## src/wrsp_pkg.sv

```systemverilog
// ----------------------------------------------------------------------------
// wrsp_pkg
// Types and constants shared by the WAV RIFF stream parser modules.
// ----------------------------------------------------------------------------
package wrsp_pkg;

	localparam logic [31:0] TAG_RIFF = 32'h4646_4952;
	localparam logic [31:0] TAG_WAVE = 32'h4556_4157;
	localparam logic [31:0] TAG_FMT  = 32'h2074_6D66;
	localparam logic [31:0] TAG_DATA = 32'h6174_6164;
	localparam logic [31:0] TAG_LIST = 32'h5453_494C;

	localparam int FORMAT_BYTES      = 40;
	localparam int SAMPLE_BITS_FLOOR = 8;

	localparam logic [1:0] EV_SAMPLE = 2'd0;
	localparam logic [1:0] EV_START  = 2'd1;
	localparam logic [1:0] EV_DONE   = 2'd2;
	localparam logic [1:0] EV_ERROR  = 2'd3;

	localparam logic [3:0] ERR_NONE       = 4'd0;
	localparam logic [3:0] ERR_NOT_RIFF   = 4'd1;
	localparam logic [3:0] ERR_NOT_WAVE   = 4'd2;
	localparam logic [3:0] ERR_FMT_SIZE   = 4'd3;
	localparam logic [3:0] ERR_FMT_KIND   = 4'd4;
	localparam logic [3:0] ERR_CHANNELS   = 4'd5;
	localparam logic [3:0] ERR_RATE       = 4'd6;
	localparam logic [3:0] ERR_BITS       = 4'd7;
	localparam logic [3:0] ERR_NO_FMT     = 4'd8;
	localparam logic [3:0] ERR_ALIGN      = 4'd9;
	localparam logic [3:0] ERR_EARLY_END  = 4'd10;
	localparam logic [3:0] ERR_NO_DATA    = 4'd11;

	localparam logic [127:0] PCM_GUID = 128'h719B3800_AA000080_00100000_00000001;

	typedef struct packed {
		logic [7:0] file_byte;
		logic       end_of_stream;
	} in_item_t;

	typedef struct packed {
		logic [1:0]  event_kind;
		logic [3:0]  error_code;
		logic [15:0] channel_count;
		logic [31:0] sample_rate;
		logic [6:0]  sample_bits;
		logic [18:0] frame_bytes;
		logic [31:0] speaker_mask;
		logic [7:0]  sample_byte;
		logic        last_in_chunk;
		logic [31:0] frames_total;
	} out_item_t;

	// one-hot parse phases
	typedef enum logic [6:0] {
		PH_HDR  = 7'b0000001,
		PH_CHDR = 7'b0000010,
		PH_FMT  = 7'b0000100,
		PH_DATA = 7'b0001000,
		PH_SKIP = 7'b0010000,
		PH_PAD  = 7'b0100000,
		PH_HALT = 7'b1000000
	} phase_t;

	// classified item handed from front to back
	typedef struct packed {
		logic [7:0] file_byte;
		logic       end_of_stream;
	} cls_item_t;

endpackage

```

## src/wrsp_front.sv

```systemverilog
// ----------------------------------------------------------------------------
// wrsp_front
// Input stage: registers accepted items into a two-entry queue for the parser.
// ----------------------------------------------------------------------------
module wrsp_front import wrsp_pkg::*; (
	input  logic      clk,
	input  logic      arst_n,
	input  in_item_t  stream_item,
	input  logic      push,
	output logic      full,
	output cls_item_t q_item,
	output logic      q_valid,
	input  logic      q_take
);

	cls_item_t  slot_q [2];
	logic       rd_q, wr_q;
	logic [1:0] cnt_q;
	logic       do_push, do_pop;

	assign full    = cnt_q[1];
	assign do_push = push && !full;
	assign do_pop  = q_take && q_valid;
	assign q_valid = cnt_q != 2'd0;
	assign q_item  = slot_q[rd_q];

	// queue storage
	always_ff @(posedge clk) begin
		if (do_push) begin
			slot_q[wr_q].file_byte     <= stream_item.file_byte;
			slot_q[wr_q].end_of_stream <= stream_item.end_of_stream;
		end
	end

	// queue pointers
	always_ff @(posedge clk or negedge arst_n) begin
		if (!arst_n) begin
			rd_q  <= 1'b0;
			wr_q  <= 1'b0;
			cnt_q <= 2'd0;
		end else begin
			if (do_push) wr_q <= !wr_q;
			if (do_pop)  rd_q <= !rd_q;
			cnt_q <= cnt_q + {1'b0, do_push} - {1'b0, do_pop};
		end
	end

endmodule

```

## src/wrsp_back.sv

```systemverilog
// ----------------------------------------------------------------------------
// wrsp_back
// Parser: walks RIFF a byte per cycle if a result slot is free; queues results.
// ----------------------------------------------------------------------------
module wrsp_back import wrsp_pkg::*; #(
	parameter int MAX_SAMPLE_BITS = 32
) (
	input  logic      clk,
	input  logic      arst_n,
	input  cls_item_t q_item,
	input  logic      q_valid,
	output logic      q_take,
	output out_item_t result,
	output logic      empty,
	input  logic      pop
);

	phase_t      phase_q;
	logic [3:0]  hidx_q;
	logic [31:0] tag_q, len_q, rem_q;
	logic [7:0]  fbuf_q [FORMAT_BYTES];
	logic        seen_q;
	logic [19:0] fsize_q, bif_q;
	logic [31:0] fcnt_q;

	out_item_t   res_q [2];
	logic        rrd_q, rwr_q;
	logic [1:0]  rcnt_q;

	// next-state values
	phase_t      ph_n;
	logic [3:0]  hidx_n;
	logic [31:0] tag_n, len_n, rem_n, fcnt_n;
	logic        seen_n, clr_n, wbuf, emit;
	logic [5:0]  waddr;
	logic [19:0] fsize_n, bif_n;
	out_item_t   ev;
	logic        go, pop_r;

	logic [15:0] b_tag, b_ch, b_bits, b_align;
	logic [31:0] b_rate, b_mask, pos, leff;
	logic [127:0] b_guid;
	logic [15:0] ssize;
	logic [31:0] frame;
	logic [3:0]  fmt_err;
	logic [7:0]  b;
	logic        eos;
	logic [31:0] tag_w, len_w;

	logic [7:0]  fx [FORMAT_BYTES];
	logic [127:0] fx_guid;
	logic [3:0]  last_err;
	logic        fx_we;

	// result queue: accept a byte only while a result slot is free
	assign go     = q_valid && !rcnt_q[1];
	assign q_take = go;
	assign empty  = rcnt_q == 2'd0;
	assign pop_r  = pop && !empty;
	assign result = res_q[rrd_q];

	assign b     = q_item.file_byte;
	assign eos   = q_item.end_of_stream;
	assign pos   = len_q - rem_q;
	assign waddr = pos[5:0];

	// format buffer fields
	always_comb begin
		b_tag   = {fbuf_q[1], fbuf_q[0]};
		b_ch    = {fbuf_q[3], fbuf_q[2]};
		b_rate  = {fbuf_q[7], fbuf_q[6], fbuf_q[5], fbuf_q[4]};
		b_align = {fbuf_q[13], fbuf_q[12]};
		b_bits  = {fbuf_q[15], fbuf_q[14]};
		b_mask  = {fbuf_q[23], fbuf_q[22], fbuf_q[21], fbuf_q[20]};
		for (int i = 0; i < 16; i++) b_guid[8*i +: 8] = fbuf_q[24 + i];
		ssize   = (b_bits == 16'd0) ? 16'd0 : (16'((b_bits - 16'd1) >> 3) + 16'd1);
		frame   = 32'(ssize) * 32'(b_ch);
	end

	// validation of a format held in buffer form
	function automatic logic [3:0] chk(input logic [15:0] t, input logic [15:0] c,
			input logic [31:0] r, input logic [15:0] bt, input logic [127:0] g);
		logic [3:0] e;
		e = ERR_NONE;
		if (t != 16'd1 && !(t == 16'hFFFE && g == PCM_GUID)) e = ERR_FMT_KIND;
		else if (c == 16'd0) e = ERR_CHANNELS;
		else if (r == 32'd0) e = ERR_RATE;
		else if (bt < 16'(SAMPLE_BITS_FLOOR) || bt > 16'(MAX_SAMPLE_BITS)) e = ERR_BITS;
		return e;
	endfunction

	// fmt end check: the incoming fmt byte is merged into the checked buffer
	always_comb begin
		fx_we = (phase_q == PH_FMT) && !eos && (pos < 32'(FORMAT_BYTES));
		for (int i = 0; i < FORMAT_BYTES; i++)
			fx[i] = (fx_we && waddr == 6'(i)) ? b : fbuf_q[i];
		for (int i = 0; i < 16; i++) fx_guid[8*i +: 8] = fx[24 + i];
		last_err = chk({fx[1], fx[0]}, {fx[3], fx[2]}, {fx[7], fx[6], fx[5], fx[4]},
			{fx[15], fx[14]}, fx_guid);
	end

	// parse step
	always_comb begin
		ph_n = phase_q; hidx_n = hidx_q; tag_n = tag_q; len_n = len_q; rem_n = rem_q;
		seen_n = seen_q; fsize_n = fsize_q; bif_n = bif_q; fcnt_n = fcnt_q;
		clr_n = 1'b0; wbuf = 1'b0; emit = 1'b0; ev = '0;
		leff = (len_q < 32'd4) ? 32'd4 : len_q;
		fmt_err = chk(b_tag, b_ch, b_rate, b_bits, b_guid);
		tag_w = tag_q; len_w = len_q;
		case (phase_q)
			PH_HALT: if (eos) clr_n = 1'b1;
			PH_HDR: begin
				if (eos) begin
					emit = 1'b1; ev.event_kind = EV_ERROR; ev.error_code = ERR_NOT_RIFF;
					clr_n = 1'b1;
				end else begin
					if (hidx_q < 4'd4 || hidx_q >= 4'd8) begin
						if (hidx_q == 4'd0 || hidx_q == 4'd8) tag_w = {24'd0, b};
						else tag_w[8*hidx_q[1:0] +: 8] = b;
					end
					tag_n = tag_w;
					hidx_n = hidx_q + 4'd1;
					if (hidx_q == 4'd3 && tag_w != TAG_RIFF) begin
						emit = 1'b1; ev.event_kind = EV_ERROR; ev.error_code = ERR_NOT_RIFF;
						ph_n = PH_HALT;
					end else if (hidx_q >= 4'd11) begin
						if (tag_w != TAG_WAVE) begin
							emit = 1'b1; ev.event_kind = EV_ERROR;
							ev.error_code = ERR_NOT_WAVE; ph_n = PH_HALT;
						end else begin
							ph_n = PH_CHDR; hidx_n = 4'd0;
						end
					end
				end
			end
			PH_CHDR: begin
				if (eos) begin
					emit = 1'b1; clr_n = 1'b1;
					if (!seen_q) begin
						ev.event_kind = EV_ERROR; ev.error_code = ERR_NO_DATA;
					end else begin
						ev.event_kind = EV_DONE; ev.frames_total = fcnt_q;
					end
				end else begin
					if (hidx_q < 4'd4) begin
						if (hidx_q == 4'd0) tag_w = {24'd0, b};
						else tag_w[8*hidx_q[1:0] +: 8] = b;
					end else begin
						if (hidx_q == 4'd4) len_w = {24'd0, b};
						else len_w[8*hidx_q[1:0] +: 8] = b;
					end
					tag_n = tag_w; len_n = len_w;
					hidx_n = hidx_q + 4'd1;
					if (hidx_q >= 4'd7) begin
						hidx_n = 4'd0;
						if (tag_w == TAG_FMT) begin
							if (len_w > 32'(FORMAT_BYTES)) begin
								emit = 1'b1; ev.event_kind = EV_ERROR;
								ev.error_code = ERR_FMT_SIZE; ph_n = PH_HALT;
							end else if (len_w == 32'd0) begin
								if (fmt_err != ERR_NONE) begin
									emit = 1'b1; ev.event_kind = EV_ERROR;
									ev.error_code = fmt_err; ph_n = PH_HALT;
								end else ph_n = PH_CHDR;
							end else begin
								ph_n = PH_FMT; rem_n = len_w;
							end
						end else if (tag_w == TAG_DATA) begin
							if (b_tag == 16'd0) begin
								emit = 1'b1; ev.event_kind = EV_ERROR;
								ev.error_code = ERR_NO_FMT; ph_n = PH_HALT;
							end else if (32'(b_align) != frame) begin
								emit = 1'b1; ev.event_kind = EV_ERROR;
								ev.error_code = ERR_ALIGN; ph_n = PH_HALT;
							end else begin
								fsize_n = frame[19:0]; bif_n = '0; fcnt_n = '0;
								emit = 1'b1; ev.event_kind = EV_START;
								ev.channel_count = b_ch; ev.sample_rate = b_rate;
								ev.sample_bits = b_bits[6:0]; ev.frame_bytes = frame[18:0];
								ev.speaker_mask = b_mask;
								if (len_w == 32'd0) begin
									seen_n = 1'b1; ph_n = PH_CHDR;
								end else begin
									ph_n = PH_DATA; rem_n = len_w;
								end
							end
						end else if (tag_w == TAG_LIST) begin
							ph_n = PH_SKIP;
							rem_n = (len_w < 32'd4) ? 32'd4 : len_w;
						end else if (len_w == 32'd0) begin
							ph_n = PH_CHDR;
						end else begin
							ph_n = PH_SKIP; rem_n = len_w;
						end
					end
				end
			end
			PH_FMT: begin
				if (eos) begin
					emit = 1'b1; ev.event_kind = EV_ERROR; ev.error_code = ERR_EARLY_END;
					clr_n = 1'b1;
				end else begin
					wbuf = pos < 32'(FORMAT_BYTES);
					rem_n = rem_q - 32'd1;
					if (rem_n == 32'd0) begin
						// last fmt byte: validate with that byte already in place
						hidx_n = 4'd0;
						if (last_err != ERR_NONE) begin
							emit = 1'b1; ev.event_kind = EV_ERROR;
							ev.error_code = last_err; ph_n = PH_HALT;
						end else begin
							ph_n = len_q[0] ? PH_PAD : PH_CHDR;
						end
					end
				end
			end
			PH_DATA: begin
				if (eos) begin
					emit = 1'b1; ev.event_kind = EV_ERROR; ev.error_code = ERR_EARLY_END;
					clr_n = 1'b1;
				end else begin
					emit = 1'b1; ev.event_kind = EV_SAMPLE; ev.sample_byte = b;
					ev.last_in_chunk = rem_q == 32'd1;
					bif_n = bif_q + 20'd1;
					if (fsize_q != 20'd0 && bif_n >= fsize_q) begin
						bif_n = '0; fcnt_n = fcnt_q + 32'd1;
					end
					rem_n = rem_q - 32'd1;
					if (rem_n == 32'd0) begin
						seen_n = 1'b1;
						ph_n = len_q[0] ? PH_PAD : PH_CHDR; hidx_n = 4'd0;
					end
				end
			end
			PH_SKIP: begin
				if (eos) begin
					emit = 1'b1; clr_n = 1'b1;
					if (tag_q == TAG_LIST && (leff - rem_q) < 32'd4) begin
						ev.event_kind = EV_ERROR; ev.error_code = ERR_EARLY_END;
					end else if (!seen_q) begin
						ev.event_kind = EV_ERROR; ev.error_code = ERR_NO_DATA;
					end else begin
						ev.event_kind = EV_DONE; ev.frames_total = fcnt_q;
					end
				end else begin
					rem_n = rem_q - 32'd1;
					if (rem_n == 32'd0) begin
						ph_n = len_q[0] ? PH_PAD : PH_CHDR; hidx_n = 4'd0;
					end
				end
			end
			PH_PAD: begin
				if (eos) begin
					emit = 1'b1; clr_n = 1'b1;
					if (!seen_q) begin
						ev.event_kind = EV_ERROR; ev.error_code = ERR_NO_DATA;
					end else begin
						ev.event_kind = EV_DONE; ev.frames_total = fcnt_q;
					end
				end else begin
					ph_n = PH_CHDR; hidx_n = 4'd0;
				end
			end
			default: clr_n = 1'b1;
		endcase
	end

	// parser registers
	always_ff @(posedge clk or negedge arst_n) begin
		if (!arst_n) begin
			phase_q <= PH_HDR; hidx_q <= '0; tag_q <= '0; len_q <= '0; rem_q <= '0;
			seen_q <= 1'b0; fsize_q <= '0; bif_q <= '0; fcnt_q <= '0;
			for (int i = 0; i < FORMAT_BYTES; i++) fbuf_q[i] <= '0;
		end else if (go) begin
			if (clr_n) begin
				phase_q <= PH_HDR; hidx_q <= '0; tag_q <= '0; len_q <= '0; rem_q <= '0;
				seen_q <= 1'b0; fsize_q <= '0; bif_q <= '0; fcnt_q <= '0;
				for (int i = 0; i < FORMAT_BYTES; i++) fbuf_q[i] <= '0;
			end else begin
				phase_q <= ph_n; hidx_q <= hidx_n; tag_q <= tag_n; len_q <= len_n;
				rem_q <= rem_n; seen_q <= seen_n; fsize_q <= fsize_n; bif_q <= bif_n;
				fcnt_q <= fcnt_n;
				if (wbuf) fbuf_q[waddr] <= b;
			end
		end
	end

	// result queue
	always_ff @(posedge clk) begin
		if (go && emit) res_q[rwr_q] <= ev;
	end

	always_ff @(posedge clk or negedge arst_n) begin
		if (!arst_n) begin
			rrd_q <= 1'b0; rwr_q <= 1'b0; rcnt_q <= 2'd0;
		end else begin
			if (go && emit) rwr_q <= !rwr_q;
			if (pop_r) rrd_q <= !rrd_q;
			rcnt_q <= rcnt_q + {1'b0, go && emit} - {1'b0, pop_r};
		end
	end

endmodule

```

## src/wav_riff_stream_parser.sv

```systemverilog
// An accepted item is registered in the front queue; when the parser takes it, any
// result is registered in the result queue. Throughput: one byte per cycle, set by
// the single-byte parse step in wrsp_back, while a result slot is free.
// Both sides hold two-entry queues, so either side may stall independently.
// Reset (arst_n low) empties both queues and returns the parser to the file
// header with a cleared format buffer; no clearing pass is needed.
// ----------------------------------------------------------------------------
// wav_riff_stream_parser
// Top level: byte queue front end feeding the RIFF/WAVE parser back end.
// ----------------------------------------------------------------------------
module wav_riff_stream_parser import wrsp_pkg::*; #(
	parameter int MAX_SAMPLE_BITS = 32
) (
	input  logic      clk,
	input  logic      arst_n,
	input  in_item_t  stream_item,
	input  logic      push,
	output logic      full,
	output out_item_t result,
	output logic      empty,
	input  logic      pop
);

	cls_item_t q_item;
	logic      q_valid, q_take;

	wrsp_front u_front (
		.clk, .arst_n, .stream_item, .push, .full,
		.q_item, .q_valid, .q_take
	);

	wrsp_back #(.MAX_SAMPLE_BITS(MAX_SAMPLE_BITS)) u_back (
		.clk, .arst_n, .q_item, .q_valid, .q_take,
		.result, .empty, .pop
	);

endmodule
```

## config.mk

```make
export PLATFORM = sky130hd
export DESIGN_NAME = wav_riff_stream_parser
export DESIGN_NICKNAME = d
export VERILOG_FILES = /design/src/wrsp_pkg.sv /design/src/wrsp_front.sv /design/src/wrsp_back.sv /design/src/wav_riff_stream_parser.sv
export SDC_FILE = /design/constraint.sdc
export NUM_CORES = 2
export LEC_CHECK = 0
export BUFFER_PORTS_ARGS = -buffer_cell sky130_fd_sc_hd__buf_2
export CAP_MARGIN = 20
export CORE_MARGIN = 2
export CORE_UTILIZATION = 42
export DETAILED_ROUTE_END_ITERATION = 6
export PLACE_DENSITY = 0.64
export SETUP_SLACK_MARGIN = 0.4
export SLEW_MARGIN = 40
export SYNTH_ARGS = -nofsm -noshare
export SYNTH_HDL_FRONTEND = slang
export SYNTH_SLANG_ARGS = --single-unit
```

## constraint.sdc

```tcl
create_clock -name clk -period 13.94 [get_ports clk]
set_input_delay 0.697 -clock clk [delete_from_list [all_inputs] [get_ports clk]]
set_output_delay 0.697 -clock clk [all_outputs]
set_load 0.02 [all_outputs]
```

# After elaboration in Yosys (flattened, before gate mapping)
# Memory sizes are Yosys's and may differ from the RTL's.
# Index checks and enable logic that the tools add are counted.
[classes]
add_sub_neg = 13
mul = 1
n_lt_le_gt_ge = 16
n_eq_ne = 75
n_shift = 2
mux = 210
n_bitwise = 1
reduce_logical = 94
[ops]
columns = ["cell", "n"]
rows = [
  ["2-to-1 mux 32 bit", 44],
  ["2-to-1 mux 320 bit", 2],
  ["2-to-1 mux 106 bit", 5],
  ["2-to-1 mux 20 bit", 17],
  ["bitwise mux 320 bit", 1],
  ["== test 128 x 127 -> 1 bit (second input constant)", 2],
  ["one-hot mux 32 bit (2 select lines)", 4],
  ["2-to-1 mux 112 bit", 2],
  ["2-to-1 mux 8 bit", 27],
  ["2-to-1 mux 7 bit", 20],
  ["logical NOT 32 bit", 4],
  ["2-to-1 mux 6 bit", 17],
  ["== test 32 x 31 -> 1 bit (second input constant)", 3],
  ["less-than comparator 32 x 3 -> 1 bit (second input constant)", 3],
  ["2-to-1 mux 4 bit", 20],
  ["bitwise mux 32 bit", 2],
  ["logical NOT 16 bit", 4],
  ["inequality test 32 x 31 -> 1 bit (second input constant)", 2],
  ["subtractor 32 bit", 2],
  ["demux 8 bit (select 6 bit)", 1],
  ["== test 6 x 5 -> 1 bit (second input constant)", 8],
  ["== test 6 bit (second input constant)", 8],
  ["logical AND 1 bit", 41],
  ["one-hot mux 20 bit (2 select lines)", 1],
  ["other kinds (81)", 172],
]
[word_totals]
regBits = 508
ram_bits = 324
inputBits = 13
out_inout_bits = 155
word_cells = 469
memories = 2
[memory_table]
columns = ["name", "words", "word_bits", "rd", "rd_clocked_by_memory_dff", "wr", "line", "rtl"]
rows = [
  ["u_back.res_q", 2, 153, 1, 0, 1, "wrsp_back.sv:26", "out_item_t res_q [2];"],
  ["u_front.slot_q", 2, 9, 1, 0, 1, "wrsp_front.sv:16", "cls_item_t slot_q [2];"],
]

# Logic depth before layout (Yosys ltp)
# An unclocked memory read counts as a cell.
[depth]
ltp_word = 20
ltp_mapped = 40
ltp_nobuf = 36

# Hierarchy
# A second synthesis with hierarchy kept.
[hier_totals]
hier_cells = 5114
area_unflattened_um2 = 49845.3
[by_module_without_submodules]
columns = ["mod", "instances", "cells_each", "area_each_um2", "seq_area_each_um2"]
rows = [
  ["wrsp_back", 1, 5067, 48984.5, 20200.6],
  ["wrsp_front", 1, 47, 860.8, 640.6],
]

# Worst setup path before layout
# No wires, ideal clock.
[synth_path]
path_type = "register to register"
from = "register u_back.len_q[0]"
to = "memory u_back.res_q[0][0] (netlist name), enable pin"
setup_ns = 0.686
arrival_ns = 11.056
required_ns = 13.254
path_slack_ns = 2.198
path_stages_with_launch = 19
path_buffers = 1
synth_period_minus_slack_ns = 11.742
path_cell_list = "dfrtp_1 -> clkbuf_1 -> inv_1 -> ha_1 -> inv_1 -> fa_1 -> a21oi_1 -> o221a_2 -> nor4_2 -> nor4_2 -> a22o_4 -> nor4_1 -> or4b_4 -> nor4_1 -> mux2_2 -> nand4_1 -> o41ai_4 -> a31oi_2 -> nor2b_1"
[synth_between]
elab_chain_len = 19
elab_cells_between_ends = 116
cone_classes = "add/sub (1); order compare (4); eq/ne (28); mux (46); reduce/logical (37)"
[synth_lines]
columns = ["element", "line", "rtl"]
rows = [
  ["start: declaration", "wrsp_back.sv:20", "logic [31:0] tag_q, len_q, rem_q;"],
  ["start signal: assignment", "wrsp_back.sv:280", "phase_q <= ph_n; hidx_q <= hidx_n; tag_q <= tag_n; len_q <= len_n;"],
  ["subtractor 32 bit", "wrsp_back.sv:64", "assign pos = len_q - rem_q;"],
  ["less-than comparator 32 x 6 -> 1 bit", "wrsp_back.sv:94", "fx_we = (phase_q == PH_FMT) && !eos && (pos < 32'(FORMAT_BYTES));"],
  ["logical AND 1 bit", "wrsp_back.sv:94", ""],
  ["logical AND 1 bit", "wrsp_back.sv:96", "fx[i] = (fx_we && waddr == 6'(i)) ? b : fbuf_q[i];"],
  ["2-to-1 mux 8 bit", "wrsp_back.sv:96", ""],
  ["less-than comparator 16 x 4 -> 1 bit / greater-than comparator 16 x 6 -> 1 bit (equally long branches)", "wrsp_back.sv:88", "else if (bt < 16'(SAMPLE_BITS_FLOOR) || bt > 16'(MAX_SAMPLE_BITS)) e = ERR_BITS;"],
  ["logical OR 1 bit", "wrsp_back.sv:88", ""],
  ["2-to-1 mux 3 bit", "wrsp_back.sv:88", ""],
  ["[... 3 more ...]", "n/a", ""],
  ["nonzero test 4 bit", "wrsp_back.sv:208", "if (last_err != ERR_NONE) begin"],
  ["2-to-1 mux 1 bit", "wrsp_back.sv:208", ""],
  ["2-to-1 mux 1 bit", "wrsp_back.sv:205", "if (rem_n == 32'd0) begin"],
  ["2-to-1 mux 1 bit", "wrsp_back.sv:199", "if (eos) begin"],
  ["one-hot mux 1 bit (5 select lines) *", "wrsp_back.sv:110", "case (phase_q)"],
  ["logical AND 1 bit *", "wrsp_back.sv:290", "if (go && emit) res_q[rwr_q] <= ev;"],
  ["2-to-1 mux 1 bit *", "wrsp_back.sv:290", ""],
  ["2-to-1 mux 1 bit (not written as such) *", "wrsp_back.sv:290", ""],
  ["end: declaration", "wrsp_back.sv:26", ""],
]
# Mark *: on every way between the ends. The rest lies on a longest branch, timed or not. The select of a mux whose other input is x is not followed.

# Worst setup path after layout
[layout_path]
from = "register u_back.fbuf_q, in the netlist u_back.b_bits[0]"
to = "register u_back.fcnt_q[16]"
[layout_between]
elab_chain_len = 7
elab_cells_between_ends = 8
cone_classes = "add/sub (2); mul (1); eq/ne (2); mux (1); reduce/logical (2)"
[layout_lines]
columns = ["element", "line", "rtl"]
rows = [
  ["start: declaration", "wrsp_back.sv:21", "logic [7:0] fbuf_q [FORMAT_BYTES];"],
  ["start signal: indexed assignment", "wrsp_back.sv:283", "if (wbuf) fbuf_q[waddr] <= b;"],
  ["subtractor 16 x 1 -> 16 bit", "wrsp_back.sv:76", "ssize = (b_bits == 16'd0) ? 16'd0 : (16'((b_bits - 16'd1) >> 3) + 16'd1);"],
  ["adder 13 x 1 -> 14 bit", "wrsp_back.sv:76", ""],
  ["2-to-1 mux 16 bit *", "wrsp_back.sv:76", ""],
  ["multiplier 16 x 16 -> 32 bit *", "wrsp_back.sv:77", "frame = 32'(ssize) * 32'(b_ch);"],
  ["inequality test 16 x 32 -> 1 bit *", "wrsp_back.sv:172", "end else if (32'(b_align) != frame) begin"],
  ["inequality test 3 x 2 -> 1 bit (no source line) *", "n/a", ""],
  ["AND reduction 10 bit (no source line) *", "n/a", ""],
  ["end signal: assignment", "wrsp_back.sv:282", "fcnt_q <= fcnt_n;"],
  ["end: declaration", "wrsp_back.sv:24", "logic [31:0] fcnt_q;"],
]
# Mark *: on every way between the ends. The rest lies on a longest branch, timed or not.
# A chain may end at the register's enable or synchronous reset.

==> run_results.csv <==
group,metric,value,unit
finish,multi_input_comb_area,28100,um^2
sta,finalSetupViolations,0,
global_route,grt_first_pass_wirelength,253000,um
pwr,swShare,0.444,
clocking,cts_tree,"built",
finish,final_design_area_no_fill,56700,um^2
floorplanning,dieArea,124000,um^2
floorplanning,pin_count,168,
logic_synthesis,netlist_area_before_placement,50900,um^2
sta,worst_setup_skew_after_layout,0.0615,ns
global_route,grt_antenna_before_repair,6,
clocking,clk_path_buf_depth,3,
pwr,total_design_power,9.56,mW
detailed_routing,drt_drc_violations_left,0,
job,maxCapViolations,0,
logic_synthesis,post_synth_inst_count,5408,
worst_setup_path,worstSetupPathType,"reg2reg",
logic_synthesis,yosys.cell_types.count,110,
worst_setup_path,timing.critical_path.to_type,"flip-flop",
floorplanning,die_w,352,um
finish,register_area,20800,um^2
detailed_routing,via_count,42678,
detailed_routing,drtPass1Iterations,7,
worst_setup_path,worst_setup_path_start_kind,"flip-flop",
min_path,worst_hold_check_path_type,"in2async",
global_route,grt_overflow,0,
placement,postPlaceCellArea,53600,um^2
sta,setup_total_negative_slack,0,ns
clocking,post_cts_hold_buffer_count,0,
detailed_routing,final_antenna_net_count,0,
sta,max-slew-margin-rel,0.388,
placement,place.gp.congestion,0.968,
logic_synthesis,synth_sequential_area_ratio,0.409,
worst_setup_path,critPathArrivalTime,12.13,ns
sta,report.final.slew_viol_count,0,
finish,nets,5813,
pwr,internal_power,5.31,mW
worst_setup_path,reg2reg_setup_slack,2.42,ns
worst_setup_path,timing.critical_path.slowest_stage_cell,"sky130_fd_sc_hd__nor3_1",
worst_setup_path,timing.critical_path.mode_cell,"sky130_fd_sc_hd__fa_1",
global_route,grt_start_max_net_pins,98,
floorplanning,rows,127,
placement,post_detail_place_hpwl,119000,um
sta,timing.final.hold_violations,0,
global_route,grt_pass1_vias,41401,
sta,fin_crit,11.52,ns
pwr,netSwitchingPower,4.24,mW
detailed_routing,initialDrtViolationCount,4379,
finish,area_growth,11.4,%
run_status,status,"complete, no violations",
placement,port_buffers,167,
pwr,vdd_ir_drop_max,0.128,mV
sta,worst_slew_pin_slew,0.911,ns
pwr,power-per-cell-area,168,nW/um^2
finish,utilization,0.472,
placement,dp.cells,6948,
pwr,pwr-share-comb,0.459,
logic_synthesis,syn-mean-instance-area,9.42,um^2
clocking,cts_resized,0,
sta,grt_setup_unrepaired,"false",
logic_synthesis,ys_dominant_reg_cell,"sky130_fd_sc_hd__dfrtp_1",
clocking,clock_tree.root_cell,"sky130_fd_sc_hd__clkbuf_16",
clocking,cts_max_level,3,
worst_setup_path,slowest_stage_delay_cp,0.64,ns
global_route,grt_use_total,0.260,
sta,fmax,86.8,MHz
pwr,fraction_of_power_consumed_by_sequential_logic,0.285,
detailed_routing,vias_per_cell,6.00,
floorplanning,initial_core_util,0.424,
finish,fill_cells,11345,
clocking,clock_insertion_delay_worst_skew,0.71,ns
floorplanning,die_h,352,um
floorplanning,core-area,120000,um^2
worst_setup_path,timing.critical_path.fanout_max,16,
finish,final-instance-count-excl-fill,7108,
worst_setup_path,cp_bufs_invs,5,
pwr,clock_power_share,0.256,
detailed_routing,route.detailed.wl_per_inst,23.2,um
worst_setup_path,cp_top_family,"simple AND/OR/NAND/NOR gates",
sta,post-route-period-util,0.827,
clocking,clkSinkCount,768,
detailed_routing,route.final.wire_length,165000,um
logic_synthesis,ys_async_sr_fraction,0.578,
clocking,cts_post_setup_buffers_inserted,0,
clocking,cts_buffers,85,
logic_synthesis,synth.ff_latch_count,768,
finish,post_route_cells_drive_above_1_share,0.123,
pwr,power.static_leakage,23.7,nW
logic_synthesis,post_synth_edffs,324,
worst_setup_path,worstPathRequired,14.54,ns
logic_synthesis,yosysWarnings,0,
clocking,path_clk_slew,0.06,ns
-- synthesized netlist by cell type, types with 77 or more instances --
cell,count,share of area
sky130_fd_sc_hd__xnor2_1,77,0.013
sky130_fd_sc_hd__nor4_1,92,0.011
sky130_fd_sc_hd__and2_1,232,0.028
sky130_fd_sc_hd__clkbuf_1,281,0.021
sky130_fd_sc_hd__nand4_1,84,0.010
sky130_fd_sc_hd__ha_1,207,0.051
sky130_fd_sc_hd__nor3_1,97,0.0095
sky130_fd_sc_hd__nand2_1,790,0.058
sky130_fd_sc_hd__inv_1,293,0.022
sky130_fd_sc_hd__fa_1,168,0.066
sky130_fd_sc_hd__a21oi_1,206,0.020
sky130_fd_sc_hd__o21ai_0,457,0.045
sky130_fd_sc_hd__mux2_2,169,0.037
sky130_fd_sc_hd__edfxtp_1,324,0.19
sky130_fd_sc_hd__nand3_1,139,0.014
sky130_fd_sc_hd__dfrtp_1,443,0.22
sky130_fd_sc_hd__nor2_1,295,0.022
-- cells by family (layout without fill, tap and decap cells) --
family          count (synthesis)  after routing  share of synthesized area
mux                           197            197                     0.0431
xor+xnor                      123            123                     0.0220
flops                         768            768                      0.409
buf+inv                       620            702                     0.0467
fa+ha+maj                     375            375                      0.117
simple gates                 2050           2050                      0.199
compound gates               1274           1274                      0.163
other cells                     1              7                  0.0000736
-- through the flow --
stage | worst slack, ns | hold WS, ns
floorplan | 2.20 | 0.401
detailed placement | 2.34 | 0.473
CTS | 2.38 | 0.0287
finish | 2.42 | 0.0315
global placement | 2.27 | 0.459
global route | 1.61 | 0.0684
-- final timing paths --
kind,from,endpoint,cells past startpoint
setup / recovery,u_back.b_bits[0]$_DFFE_PN0P_,u_back.fcnt_q[16]$_DFFE_PN0P_,32
hold / removal,arst_n,u_back.tag_q[9]$_DFFE_PN0P_,1
setup reg to reg,u_back.b_bits[0]$_DFFE_PN0P_,u_back.fcnt_q[16]$_DFFE_PN0P_,32
hold reg to reg,u_back.b_guid[58]$_DFFE_PN0P_,u_back.b_guid[58]$_DFFE_PN0P_,2
max in group asynchronous,arst_n,u_back.b_guid[91]$_DFFE_PN0P_,4
min in group clk,stream_item[6],u_front.slot_q[1][6]$_DFFE_PP_,1
-- worst register-to-register path: cells and delay by family (launching register included) --
kind	cells	cell delay, ns
fa+ha+maj	7	3.51
flops	1	0.40
simple gates	12	4.09
compound gates	8	2.87
buf+inv	5	0.60
-- layout make-up --
class / count / share of cell area
Tap cell: 1612 / 0.0356
Sequential cell: 768 / 0.367
Multi-Input combinational cell: 4025 / 0.496
Inverter: 294 / 0.0195
Antenna cell: 1 / 0.0000441
Timing Repair Buffer: 251 / 0.0277
Clock buffer: 108 / 0.0408
Clock inverter: 49 / 0.0132
-- registers in the layout, summed over array words and instances (netlist names), 18 cells and up --
signal and cells:
u_back.b_guid 128, u_back.b_mask 32, u_back.b_rate 32, u_back.bif_q 20, u_back.fcnt_q 32, u_back.fsize_q 20
u_back.len_q 32, u_back.rem_q 32, u_back.res_q 306, u_back.tag_q 32, u_front.slot_q 18
-- power by group through the flow --
stage	registers [mW]	logic [mW]	clock network, mW
detailed placement	2.76	4.25	0
global placement	2.75	4.22	0
global route	2.74	4.65	2.57
floorplan	2.72	2.82	0
CTS	2.72	4.27	2.49
finish	2.72	4.39	2.45
-- placed cells by master, fill, tap and decap left out, drive strengths merged, types with 32 or more instances in the layout --
cell type	instances
a22oi	40
nor2	295
xor2	43
o21ai	489
nand2	790
clkbuf	109
nor3	98
nor4	96
and2	233
xnor2	77
inv	297
o31ai	32
mux2	169
nand3	139
edfxtp	324
nand2b	33
o41ai	46
or3	52
fa	168
ha	207
nor2b	34
buf	250
nand4	86
a22o	65
and3	72
dfrtp	443
a21o	61
a21oi	208
-- routing by layer --
metal,vias up,wire length (um),share of wire,global-route usage
met5,-,37,0.00022,0
met4,6,7860,0.048,0.115
met3,384,12100,0.074,0.0456
met2,1734,76600,0.46,0.421
met1,21086,68300,0.41,0.341
li1,19468,-,-,-
Note: power is estimated with default switching activity, not from simulation.
